### config.mk
export PLATFORM = sky130hd
export DESIGN_NAME = bicolor_led_framebuffer_plotter
export DESIGN_NICKNAME = d
export VERILOG_FILES = /design/src/rtl/core/bfp_pkg.sv /design/src/rtl/core/bfp_datapath.sv /design/src/rtl/core/bfp_controller.sv /design/src/rtl/core/bicolor_led_framebuffer_plotter.sv
export SDC_FILE = /design/constraint.sdc
export NUM_CORES = 2
export LEC_CHECK = 0
export BUFFER_PORTS_ARGS = -buffer_cell sky130_fd_sc_hd__clkbuf_2
export CAP_MARGIN = 20
export CORE_MARGIN = 1
export CORE_UTILIZATION = 60
export DETAILED_ROUTE_END_ITERATION = 10
export PLACE_DENSITY_LB_ADDON = 0.3
export SKIP_CTS_REPAIR_TIMING = 1
export SYNTH_ARGS = -nofsm -noshare
export SYNTH_HDL_FRONTEND = slang
export SYNTH_SLANG_ARGS = --single-unit
### constraint.sdc
create_clock -name clk -period 13.95 [get_ports clk]
set_input_delay 2.79 -clock clk [delete_from_list [all_inputs] [get_ports clk]]
set_output_delay 2.79 -clock clk [all_outputs]
set_load 0.02 [all_outputs]
### src/rtl/core/bfp_pkg.sv
// Shared types and constants for the bicolour LED framebuffer plotter.
// Holds the item and result structs, command codes, controller states
// and the command/status structs between controller and datapath.
`timescale 1ns / 1ps

package bfp_pkg;

  localparam int DISPLAY_WIDTH  = 32;
  localparam int DISPLAY_HEIGHT = 16;
  localparam int DRIVER_CHIPS   = 4;

  localparam int STORE_DEPTH = 256;
  localparam int STORE_AW    = 8;

  localparam logic [2:0] CMD_PLOT_LIVE = 3'd0;
  localparam logic [2:0] CMD_PLOT_SNAP = 3'd1;
  localparam logic [2:0] CMD_READ      = 3'd2;
  localparam logic [2:0] CMD_TAKE_SNAP = 3'd3;
  localparam logic [2:0] CMD_DROP_SNAP = 3'd4;

  localparam logic [3:0] LIVE_TOP_BIT = 4'h8;
  localparam logic [3:0] LOW_NIBBLE   = 4'hF;

  typedef struct packed {
    logic [2:0]        cmd;
    logic signed [7:0] x_pos;
    logic signed [7:0] y_pos;
    logic [1:0]        color;
  } item_t;

  typedef struct packed {
    logic [2:0] chip_number;
    logic [5:0] word_address;
    logic [3:0] nibble_data;
    logic       is_write;
    logic [1:0] live_color;
    logic [1:0] snapshot_color;
    logic       last;
  } result_t;

  typedef enum logic [3:0] {
    ST_CLEAR,
    ST_IDLE,
    ST_DECODE,
    ST_RD_RED,
    ST_CAP_RED,
    ST_EXEC,
    ST_WR_RED,
    ST_OUT_GREEN,
    ST_OUT_RED,
    ST_OUT_ANSWER,
    ST_SW_RD,
    ST_SW_WR
  } state_t;

  typedef enum logic [1:0] {
    RD_GREEN,
    RD_RED,
    RD_SWEEP
  } rd_sel_t;

  typedef enum logic [1:0] {
    WR_GREEN,
    WR_RED,
    WR_SWEEP,
    WR_CLEAR
  } wr_sel_t;

  typedef enum logic [1:0] {
    LD_NONE,
    LD_GREEN,
    LD_RED,
    LD_ANSWER
  } load_sel_t;

  typedef struct packed {
    logic      latch_item;
    logic      rd_en;
    rd_sel_t   rd_sel;
    logic      cap_green;
    logic      cap_red;
    logic      wr_en;
    wr_sel_t   wr_sel;
    load_sel_t load_out;
    logic      idx_clr;
    logic      idx_inc;
  } dp_cmd_t;

  typedef struct packed {
    logic [2:0] cmd;
    logic       on_display;
    logic       same_color;
    logic       idx_last;
  } dp_status_t;

endpackage

### src/rtl/core/bfp_datapath.sv
// Datapath of the framebuffer plotter: pixel store, item register,
// word registers, sweep index and result register. Depends on bfp_pkg.
`timescale 1ns / 1ps

module bfp_datapath
  import bfp_pkg::*;
(
  input  logic       clk,
  input  logic       rst,
  input  item_t      item,
  input  dp_cmd_t    ctl,
  output dp_status_t status,
  output result_t    result
);

  logic [7:0] store [STORE_DEPTH];

  item_t               item_q;
  logic [7:0]          rd_data;
  logic [7:0]          gword;
  logic [7:0]          rword;
  logic [STORE_AW-1:0] idx;

  logic                on_display;
  logic [1:0]          chip;
  logic [5:0]          addr;
  logic [1:0]          shift;
  logic [STORE_AW-1:0] gi;
  logic [STORE_AW-1:0] ri;
  logic [3:0]          bit4;
  logic [7:0]          mask;
  logic [7:0]          g_new;
  logic [7:0]          r_new;
  logic [1:0]          live_cur;
  logic [1:0]          snap_cur;
  logic [STORE_AW-1:0] rd_addr;
  logic [STORE_AW-1:0] wr_addr;
  logic [7:0]          wr_data;
  logic [7:0]          sweep_data;

  // Pixel mapping: chip from the half column and half row, address from
  // column and upper/lower quad of the row, bit from the row within quad.
  always_comb begin
    on_display = (item_q.x_pos[7:5] == 3'd0) && (item_q.y_pos[7:4] == 4'd0);
    chip       = {item_q.y_pos[3], item_q.x_pos[4]};
    addr       = {1'b0, item_q.x_pos[3:0], item_q.y_pos[2]};
    shift      = item_q.y_pos[1:0];
    gi         = {chip, addr};
    ri         = {chip, 1'b1, addr[4:0]};
    bit4       = LIVE_TOP_BIT >> shift;
    mask       = (item_q.cmd == CMD_PLOT_SNAP) ? {bit4, 4'h0} : {4'h0, bit4};
    g_new      = item_q.color[0] ? (gword | mask) : (gword & ~mask);
    r_new      = item_q.color[1] ? (rword | mask) : (rword & ~mask);
    live_cur   = {|(rword[3:0] & bit4), |(gword[3:0] & bit4)};
    snap_cur   = {|(rword[7:4] & bit4), |(gword[7:4] & bit4)};
  end

  assign status.cmd        = item_q.cmd;
  assign status.on_display = on_display;
  assign status.same_color = (live_cur == item_q.color);
  assign status.idx_last   = (idx == STORE_AW'(STORE_DEPTH - 1));

  always_comb begin
    case (ctl.rd_sel)
      RD_GREEN: rd_addr = gi;
      RD_RED:   rd_addr = ri;
      RD_SWEEP: rd_addr = idx;
      default:  rd_addr = idx;
    endcase
  end

  // Take copies the live nibble up; drop clears the snapshot nibble.
  assign sweep_data = (item_q.cmd == CMD_TAKE_SNAP) ?
                      {rd_data[3:0], rd_data[3:0]} : {4'h0, rd_data[3:0]};

  always_comb begin
    case (ctl.wr_sel)
      WR_GREEN: begin
        wr_addr = gi;
        wr_data = g_new;
      end
      WR_RED: begin
        wr_addr = ri;
        wr_data = r_new;
      end
      WR_SWEEP: begin
        wr_addr = idx;
        wr_data = sweep_data;
      end
      default: begin
        wr_addr = idx;
        wr_data = 8'h00;
      end
    endcase
  end

  always_ff @(posedge clk) begin
    if (ctl.wr_en) begin
      store[wr_addr] <= wr_data;
    end
    if (ctl.rd_en) begin
      rd_data <= store[rd_addr];
    end
  end

  always_ff @(posedge clk) begin
    if (rst) begin
      idx <= '0;
    end else if (ctl.idx_clr) begin
      idx <= '0;
    end else if (ctl.idx_inc) begin
      idx <= idx + STORE_AW'(1);
    end
  end

  always_ff @(posedge clk) begin
    if (ctl.latch_item) begin
      item_q <= item;
    end
    if (ctl.cap_green) begin
      gword <= rd_data;
    end
    if (ctl.cap_red) begin
      rword <= rd_data;
    end
  end

  always_ff @(posedge clk) begin
    case (ctl.load_out)
      LD_GREEN: begin
        result.chip_number    <= {1'b0, chip} + 3'd1;
        result.word_address   <= addr;
        result.nibble_data    <= g_new[3:0] & LOW_NIBBLE;
        result.is_write       <= 1'b1;
        result.live_color     <= 2'd0;
        result.snapshot_color <= 2'd0;
        result.last           <= 1'b0;
      end
      LD_RED: begin
        result.chip_number    <= {1'b0, chip} + 3'd1;
        result.word_address   <= {1'b1, addr[4:0]};
        result.nibble_data    <= r_new[3:0] & LOW_NIBBLE;
        result.is_write       <= 1'b1;
        result.live_color     <= 2'd0;
        result.snapshot_color <= 2'd0;
        result.last           <= 1'b1;
      end
      LD_ANSWER: begin
        result.chip_number    <= 3'd0;
        result.word_address   <= 6'd0;
        result.nibble_data    <= 4'd0;
        result.is_write       <= 1'b0;
        result.live_color     <= on_display ? live_cur : 2'd0;
        result.snapshot_color <= on_display ? snap_cur : 2'd0;
        result.last           <= 1'b1;
      end
      default: begin
        result <= result;
      end
    endcase
  end

endmodule

### src/rtl/core/bfp_controller.sv
// Controller state machine of the framebuffer plotter: sequences store
// reads, writes, sweeps and result transactions. Depends on bfp_pkg.
`timescale 1ns / 1ps

module bfp_controller
  import bfp_pkg::*;
(
  input  logic       clk,
  input  logic       rst,
  input  logic       item_valid,
  output logic       item_ready,
  output logic       result_valid,
  input  logic       result_ready,
  input  dp_status_t status,
  output dp_cmd_t    ctl
);

  state_t state;
  state_t state_next;

  always_ff @(posedge clk) begin
    if (rst) begin
      state <= ST_CLEAR;
    end else begin
      state <= state_next;
    end
  end

  always_comb begin
    state_next     = state;
    ctl            = '0;
    ctl.rd_sel     = RD_GREEN;
    ctl.wr_sel     = WR_GREEN;
    ctl.load_out   = LD_NONE;
    item_ready     = 1'b0;
    result_valid   = 1'b0;

    case (state)
      ST_CLEAR: begin
        ctl.wr_en   = 1'b1;
        ctl.wr_sel  = WR_CLEAR;
        ctl.idx_inc = 1'b1;
        if (status.idx_last) begin
          state_next = ST_IDLE;
        end
      end
      ST_IDLE: begin
        item_ready     = 1'b1;
        ctl.latch_item = item_valid;
        if (item_valid) begin
          state_next = ST_DECODE;
        end
      end
      ST_DECODE: begin
        case (status.cmd)
          CMD_PLOT_LIVE, CMD_PLOT_SNAP: begin
            if (status.on_display) begin
              ctl.rd_en  = 1'b1;
              ctl.rd_sel = RD_GREEN;
              state_next = ST_RD_RED;
            end else begin
              state_next = ST_IDLE;
            end
          end
          CMD_READ: begin
            if (status.on_display) begin
              ctl.rd_en  = 1'b1;
              ctl.rd_sel = RD_GREEN;
              state_next = ST_RD_RED;
            end else begin
              ctl.load_out = LD_ANSWER;
              state_next   = ST_OUT_ANSWER;
            end
          end
          CMD_TAKE_SNAP, CMD_DROP_SNAP: begin
            ctl.idx_clr = 1'b1;
            state_next  = ST_SW_RD;
          end
          default: begin
            state_next = ST_IDLE;
          end
        endcase
      end
      ST_RD_RED: begin
        ctl.cap_green = 1'b1;
        ctl.rd_en     = 1'b1;
        ctl.rd_sel    = RD_RED;
        state_next    = ST_CAP_RED;
      end
      ST_CAP_RED: begin
        ctl.cap_red = 1'b1;
        state_next  = ST_EXEC;
      end
      ST_EXEC: begin
        if (status.cmd == CMD_READ) begin
          ctl.load_out = LD_ANSWER;
          state_next   = ST_OUT_ANSWER;
        end else if (status.cmd == CMD_PLOT_LIVE && status.same_color) begin
          // unchanged colour: leave the store alone and send nothing
          state_next = ST_IDLE;
        end else begin
          ctl.wr_en  = 1'b1;
          ctl.wr_sel = WR_GREEN;
          state_next = ST_WR_RED;
        end
      end
      ST_WR_RED: begin
        ctl.wr_en  = 1'b1;
        ctl.wr_sel = WR_RED;
        if (status.cmd == CMD_PLOT_LIVE) begin
          ctl.load_out = LD_GREEN;
          state_next   = ST_OUT_GREEN;
        end else begin
          state_next = ST_IDLE;
        end
      end
      ST_OUT_GREEN: begin
        result_valid = 1'b1;
        if (result_ready) begin
          ctl.load_out = LD_RED;
          state_next   = ST_OUT_RED;
        end
      end
      ST_OUT_RED, ST_OUT_ANSWER: begin
        result_valid = 1'b1;
        if (result_ready) begin
          state_next = ST_IDLE;
        end
      end
      ST_SW_RD: begin
        ctl.rd_en  = 1'b1;
        ctl.rd_sel = RD_SWEEP;
        state_next = ST_SW_WR;
      end
      ST_SW_WR: begin
        ctl.wr_en   = 1'b1;
        ctl.wr_sel  = WR_SWEEP;
        ctl.idx_inc = 1'b1;
        state_next  = status.idx_last ? ST_IDLE : ST_SW_RD;
      end
      default: begin
        state_next = ST_IDLE;
      end
    endcase
  end

`ifndef SYNTHESIS
  a_no_overlap: assert property (@(posedge clk) disable iff (rst)
    !(item_ready && result_valid))
    else $error("item taken while a result transaction is pending");

  a_clear_after_reset: assert property (@(posedge clk)
    rst |=> !item_ready)
    else $error("item taken before the store clearing pass");

  a_one_item: assert property (@(posedge clk) disable iff (rst)
    (item_valid && item_ready) |=> !item_ready)
    else $error("second item taken while one is at work");

  a_red_follows_green: assert property (@(posedge clk) disable iff (rst)
    (state == ST_OUT_GREEN && result_ready) |=> (state == ST_OUT_RED))
    else $error("red write frame did not follow the green one");

  a_write_only_in_work: assert property (@(posedge clk) disable iff (rst)
    ctl.wr_en |-> !item_ready)
    else $error("store written while idle");
`endif

endmodule

### src/rtl/core/bicolor_led_framebuffer_plotter.sv
// Top level of the bicolour LED matrix framebuffer plotter.
// Joins bfp_controller and bfp_datapath; depends on bfp_pkg.
//
// Usage:
//   item channel (item_valid/item_ready/item) takes one command at a time.
//   result channel (result_valid/result_ready/result) gives write frames
//   (green word then red word, last on the red one) and read answers.
// Steps, from acceptance of an item to the earliest acceptance of the next:
//   plot live/snapshot on the display: decode (reads green), read red,
//   capture red, execute (writes green), write red; a live plot that
//   keeps the colour goes back to idle from execute; a live plot that
//   changes a colour then sends green and red write frames, red once
//   green is taken. read pixel: the same steps up to execute, then the
//   answer (off the display, decode loads it). Off-display plots and
//   unknown commands go back to idle from decode.
//   take/drop snapshot: a read state then a write state per store entry.
// Reset: a clearing pass writes zero to all 256 store entries, one per
// cycle, so item_ready stays low until the pass is done.
// A stalled receiver holds the result register and the block takes no
// new item until every result of the current one has been taken.
`timescale 1ns / 1ps

module bicolor_led_framebuffer_plotter
  import bfp_pkg::*;
(
  input  logic    clk,
  input  logic    rst,
  input  logic    item_valid,
  output logic    item_ready,
  input  item_t   item,
  output logic    result_valid,
  input  logic    result_ready,
  output result_t result
);

  dp_cmd_t    ctl;
  dp_status_t status;

  bfp_controller u_controller (
    .clk          (clk),
    .rst          (rst),
    .item_valid   (item_valid),
    .item_ready   (item_ready),
    .result_valid (result_valid),
    .result_ready (result_ready),
    .status       (status),
    .ctl          (ctl)
  );

  bfp_datapath u_datapath (
    .clk    (clk),
    .rst    (rst),
    .item   (item),
    .ctl    (ctl),
    .status (status),
    .result (result)
  );

endmodule

-- Word level (Yosys, flattened, before mapping)
Memories as Yosys holds them, arrays and structs flattened. A register that Yosys moved wholly into a read port is not among the register bits.
Cells that the tools add are included.
- $add $sub $neg: 2
- equal/unequal tests: 27
- shifts and indexed selects: 1
- mux-type cells: 44
- bitwise logic cells: 9
- reductions and logical operators: 21
- operators by type and width (cell ; count):
    $pmux W19 S3 ; 1
    $pmux W4 S11 ; 1
    $mux W8 ; 4
    $pmux W8 S2 ; 2
    $mux W4 ; 7
    $pmux W8 S3 ; 1
    $mux W3 ; 6
    $and A4 B4 Y4 ; 4
    $and A8 B8 Y8 ; 2
    $eq A4 B3 Y1 const B ; 4
    $eq A4 B4 Y1 const B ; 4
    $or A8 B8 Y8 ; 2
    $reduce_or A4 Y1 ; 4
    $mux W2 ; 7
    $pmux W3 S4 ; 1
    $pmux W4 S3 ; 1
    $mux W1 ; 11
    $reduce_or A2 Y1 ; 5
    $pmux W3 S3 ; 1
    $add A8 B1 Y8 const B ; 1
    $eq A4 B2 Y1 const B ; 2
    $eq A8 B8 Y1 const B ; 1
    $logic_not A4 Y1 ; 2
    $not A8 Y8 ; 1
    18 further kinds ; 29
- register bits: 68
- memory bits (writable): 2048
- input bits: 25
- output and inout bits: 21
- word-level logic and storage cells: 120
- memories: 1
- memories (memory ; words ; width ; read ports ; clocked after Yosys merged registers in ; write ports ; RTL line ; text):
    u_datapath.store ; 256 ; 8 ; 1 ; 1 ; 1 ; bfp_datapath.sv:16 ; logic [7:0] store [STORE_DEPTH];

-- Depth between registers and ports, before layout
- depth after elaboration: 10
- gate-level depth with buffers: 15
- gate-level depth less buffers: 9

-- Hierarchy
Synthesis repeated with hierarchy kept, for this count alone.
- cells, all modules: 5495
- area total of the unflattened synthesis: 84740.0 um^2
- by module, submodules not included (module ; instances ; cells each ; area each (um^2) ; seq. area each (um^2)):
    bfp_datapath ; 1 ; 5403 ; 84094.4 ; 63581.0
    bfp_controller ; 1 ; 92 ; 645.6 ; 80.1

-- Worst setup path after synthesis
OpenSTA, ideal clock, no wires.
- path kind: flip-flop to flip-flop
- start point: reg u_controller.state[1]
- end point: mem u_datapath.store[0][0], data pin
- library setup time: 1.626 ns
- arrival: 8.679 ns
- data required time: 12.324 ns
- slack: 3.645 ns
- stages on the path, launching flop included: 8
- buffers on the path: 3
- period minus slack after synthesis: 10.305 ns
- cells stage by stage: dfxtp_1 > clkbuf_1 > nand3_1 > a21o_1 > clkbuf_1 > clkbuf_1 > nand2_1 > o221ai_1
- word-level cells in the longest chain between the ends: 4
- elaborated cells between the ends (all ways): 9
- those cells by class: 5 x eq/ne; 2 x mux; 2 x reduce/logical
- RTL lines (element ; RTL line ; text):
    start, declared ; bfp_controller.sv:18 ; state_t state;
    start signal, assigned ; bfp_controller.sv:25 ; state <= state_next;
    $eq A4 B4 Y1, or another cell as far along ; bfp_controller.sv:38 ; case (state)
    $pmux W3 S4 (*) ; bfp_controller.sv:38 ;
    $eq A2 B2 Y1, or another cell as far along ; bfp_datapath.sv:77 ; case (ctl.wr_sel)
    $pmux W8 S3 (*) ; bfp_datapath.sv:77 ;
    named net u_datapath.wr_data[0] ; bfp_datapath.sv:38 ; logic [7:0] wr_data;
    end, declared ; bfp_datapath.sv:16 ;
The timed path passes the listed nets; every way through them passes the cells marked *.

-- Worst setup path in the final report
- start point: reg u_controller.state[3]
- end point: reg u_datapath.rd_data[0] (read register of u_datapath.store), data pin
- word-level cells in the longest chain between the ends: 4
- elaborated cells between the ends (all ways): 7
- those cells by class: 4 x eq/ne; 2 x mux; 1 x reduce/logical
- RTL lines (element ; RTL line ; text):
    $eq A4 B4 Y1 / $eq A4 B2 Y1 (equally long branches) ; bfp_controller.sv:38 ;
    $pmux W3 S3 (*) ; bfp_controller.sv:38 ;
    $eq A2 B1 Y1 / $logic_not A2 Y1 (equally long branches) ; bfp_datapath.sv:64 ; case (ctl.rd_sel)
    $pmux W8 S2 ; bfp_datapath.sv:64 ;
    end, declared ; bfp_datapath.sv:19 ; logic [7:0] rd_data;
Every way passes the cells marked *; elsewhere a longest branch is shown, timed or not.
A chain may end at the register's enable or synchronous reset.

==> run metrics <==
Static Leak=27.58 nW; Setup crit start=u_controller.state[3]$_SDFFE_PP0P_; maxcap violations=0; slew at the pin closest to its max-slew limit=1.340 ns; buffers added on ports=45; initial antenna violation count=9; Seq/Total Area, Yosys=75.79%; synthesized area=84000 um2; Max Slew Vio Count=0; path type of the worst min-delay path=reg2reg; instance count of the mapped netlist=5311; Layout area overhead=10.32%; Final Net Count=5379; total clock sinks=2124; Final Core Density=67.07%; number of nets in the synthesized netlist=5338; count of placed standard cells in the final layout, fillers left out=7381; remaining antenna violation count after routing=0; insertion delay of the later-clocked pin in the worst-skew pair=0.85 ns; clock-pin slew on the worst setup and hold paths=0.06 ns; capturing point of the worst reg2reg path=u_datapath.rd_data[0]$_DFFE_PP_; maximum level of the CTS H-tree=4; combinational share of power=0.4%; Die Outline Area=141500 um2; Flop pwr share=56.4%; Sw Ratio=19.36%; drt via density=6.955; worst-case headroom to the max-slew limit=10.64%; TritonCTS clock tree=built; fraction of post-synthesis cell area in the top cell type by area=75.50%; share of post-route cells with drive strength above 1=11.84%; sum of negative setup slack=0 ns; largest fanout on the critical path=47; hold violation count in the final report=0; half-perimeter wire length of the detailed placement result=146300 um; Yosys warning count=0; Critical Path End=u_datapath.rd_data[0]$_DFFE_PP_; DRC violation count after routing=0; clock root buffer=clkbuf_16; number of ports placed on the die boundary=46; routed vias=51330; switching power summed over all nets=2.377 mW; r2r worst-path depth=12; PD cells=132.5 nW/um2; leading post-synthesis cells by cell area=edfxtp_1, mux4_2, nand2_1; Pre-antenna DRT Iters=9; Die Span X=376.2 um; Worst Clk Skew=0.04028 ns; die height=376.2 um; final-report setup violation count=0; flops & latches, synth=2124; status=completed; number of distinct library cells after synthesis=77; core outline area=138200 um2; count of flip-flops with a built-in enable after synthesis=2112; R2R setup slack=7.50 ns; CP Data Arrival Time=7.12 ns; kind of capture point of the worst setup path=flip-flop; Wirelength per Cell=33.11 um; launching point of the worst reg2reg path=u_controller.state[3]$_SDFFE_PP0P_; CTS Buffer Depth=3; part of the power in the clock network=43.2%; total number of placement rows=136; worst hold path stage count=2; top cells by count, synth=edfxtp_1, nand2_1, a21oi_1; remaining global-route overflow=0; largest net degree at the start of global routing=233; Internal=9.899 mW; post-synthesis async set-or-reset flop share=0%; Iter 0 DRT Violations=8813; total CTS buffers=202; GRT Resource Usage Total=34.56%; wire length of the first global-routing pass=347300 um; CP Launch Type=flip-flop; Tmin final=6.452 ns; setup repair after global routing missed its margin=false; cell with the most instances after synthesis=edfxtp_1; library cell with the largest summed area after synthesis=edfxtp_1; critical path class=reg2reg; maximum resistive drop on vdd=147.4 uV; maximum clock frequency=155.0 MHz; share of the clock period used by the worst path=46.25%; GP Congestion=0.9768; post-synthesis average cell area=15.82 um2; count of placed standard cells including taps=7003; required time of the critical path=14.61 ns; routed wire length=244400 um; starting utilization of the core area=60.79%; vias in the first global route=48940; ys flop type=edfxtp_1
[registers in the layout (all words and copies together) (netlist names)]
name	count
u_datapath.status	3
u_datapath.addr	5
u_datapath.idx	8
u_datapath.store	2048
u_datapath.item_q	11
u_datapath.rword	8
u_datapath.result	19
u_datapath.gword	8
u_datapath.chip	2
u_datapath.rd_data	8
u_controller.state	4
[worst min path at each step]
stage,end,startpoint,slack [ns]
2_1_floorplan,u_datapath.gword[4]$_DFFE_PP_,u_datapath.rd_data[4]$_DFFE_PP_,0.42
3_3_place_gp,u_datapath.gword[6]$_DFFE_PP_,u_datapath.rd_data[6]$_DFFE_PP_,0.58
3_5_place_dp,u_datapath.gword[6]$_DFFE_PP_,u_datapath.rd_data[6]$_DFFE_PP_,0.59
4_1_cts,u_datapath.rword[6]$_DFFE_PP_,u_datapath.rd_data[6]$_DFFE_PP_,0.60
5_1_grt,u_datapath.rword[6]$_DFFE_PP_,u_datapath.rd_data[6]$_DFFE_PP_,0.66
6_report,u_datapath.idx[7]$_SDFFE_PP0N_,u_datapath.idx[7]$_SDFFE_PP0N_,0.63
[metal layers]
layer / vias up / global-route usage (%) / routed length (um)
met2: 4303 / 49.94 / 107400
met5: - / 0 / 70
met4: 10 / 20.52 / 16580
met1: 25390 / 46.04 / 83440
li1: 20810 / - / -
met3: 823 / 11.42 / 36830
[layout make-up]
type | instances | area, um2
fill | 9039 | 45500
inverter | 8 | 30.03
antenna | 4 | 10.01
clock buffer | 249 | 5359
sequential | 2124 | 63660
timing repair buffer | 168 | 1299
tap | 1863 | 2331
clock inverter | 117 | 942.2
multi-input combinational | 2848 | 19040
[through the flow]
stage / setup WS [ns] / area [um2] / power (mW) / hold slack, ns
after detailed placement: 7.709 / 86230 / 7.108 / 0.5931
after global placement: 7.417 / 86180 / 7.107 / 0.5805
after CTS: 7.691 / 92540 / 12.28 / 0.6010
final: 7.498 / 92670 / 12.28 / 0.6316
after global routing: 7.292 / 92660 / 12.52 / 0.6593
after floorplan: 3.645 / 84000 / 7.075 / 0.4215
[cell families (layout without fill, tap and decap cells)]
| family | after synthesis | after routing | share of synthesized area [%] |
|---|---|---|---|
| simple gates | 1438 | 1438 | 7.157 |
| other cells | 0 | 4 | 0 |
| buf+inv | 339 | 542 | 1.910 |
| flops | 2124 | 2124 | 75.79 |
| xor+xnor | 9 | 9 | 0.09383 |
| mux | 469 | 469 | 7.966 |
| fa+ha+maj | 2 | 2 | 0.02979 |
| compound gates | 930 | 930 | 7.056 |
[layout by cell type (no fill, tap or decap), types with 18 or more instances in the layout]
| master | n |
|---|---|
| mux4_2 | 156 |
| mux2i_1 | 283 |
| clkbuf_1 | 41 |
| nor3_1 | 78 |
| a211oi_1 | 28 |
| nor2_1 | 344 |
| a31oi_1 | 27 |
| nor4_1 | 57 |
| clkinv_1 | 54 |
| o22ai_1 | 96 |
| a22oi_1 | 25 |
| mux2_2 | 19 |
| nand3_1 | 58 |
| clkbuf_2 | 45 |
| o21ai_0 | 90 |
| clkbuf_16 | 208 |
| a2111oi_0 | 40 |
| clkinv_2 | 38 |
| o211ai_1 | 18 |
| nand2_1 | 797 |
| edfxtp_1 | 2112 |
| a221oi_1 | 53 |
| o221ai_1 | 39 |
| a21oi_1 | 394 |
| buf_4 | 105 |
[power by group through the flow]
| stage | registers [mW] | clock network (mW) | logic [mW] |
|---|---|---|---|
| after detailed placement | 7.06 | 0 | 0.0491 |
| final | 6.92 | 5.30 | 0.0531 |
| after floorplan | 7.06 | 0 | 0.0196 |
| after global placement | 7.06 | 0 | 0.0486 |
| after global routing | 6.92 | 5.54 | 0.0519 |
| after CTS | 6.92 | 5.31 | 0.0495 |
[worst max-delay path: stages (launching register included)]
cell and delay (ns):
dfxtp_1 0.71, nand4bb_4 0.64, mux2i_4 0.43, buf_4 0.67, buf_4 0.75, buf_4 0.62
nand2_1 0.13, a21oi_1 0.22, nor4_1 0.13, a2111oi_2 0.80, nand2_1 0.12, or4_1 0.65
nor4_1 0.32
Power figures use the tool's default switching activity.
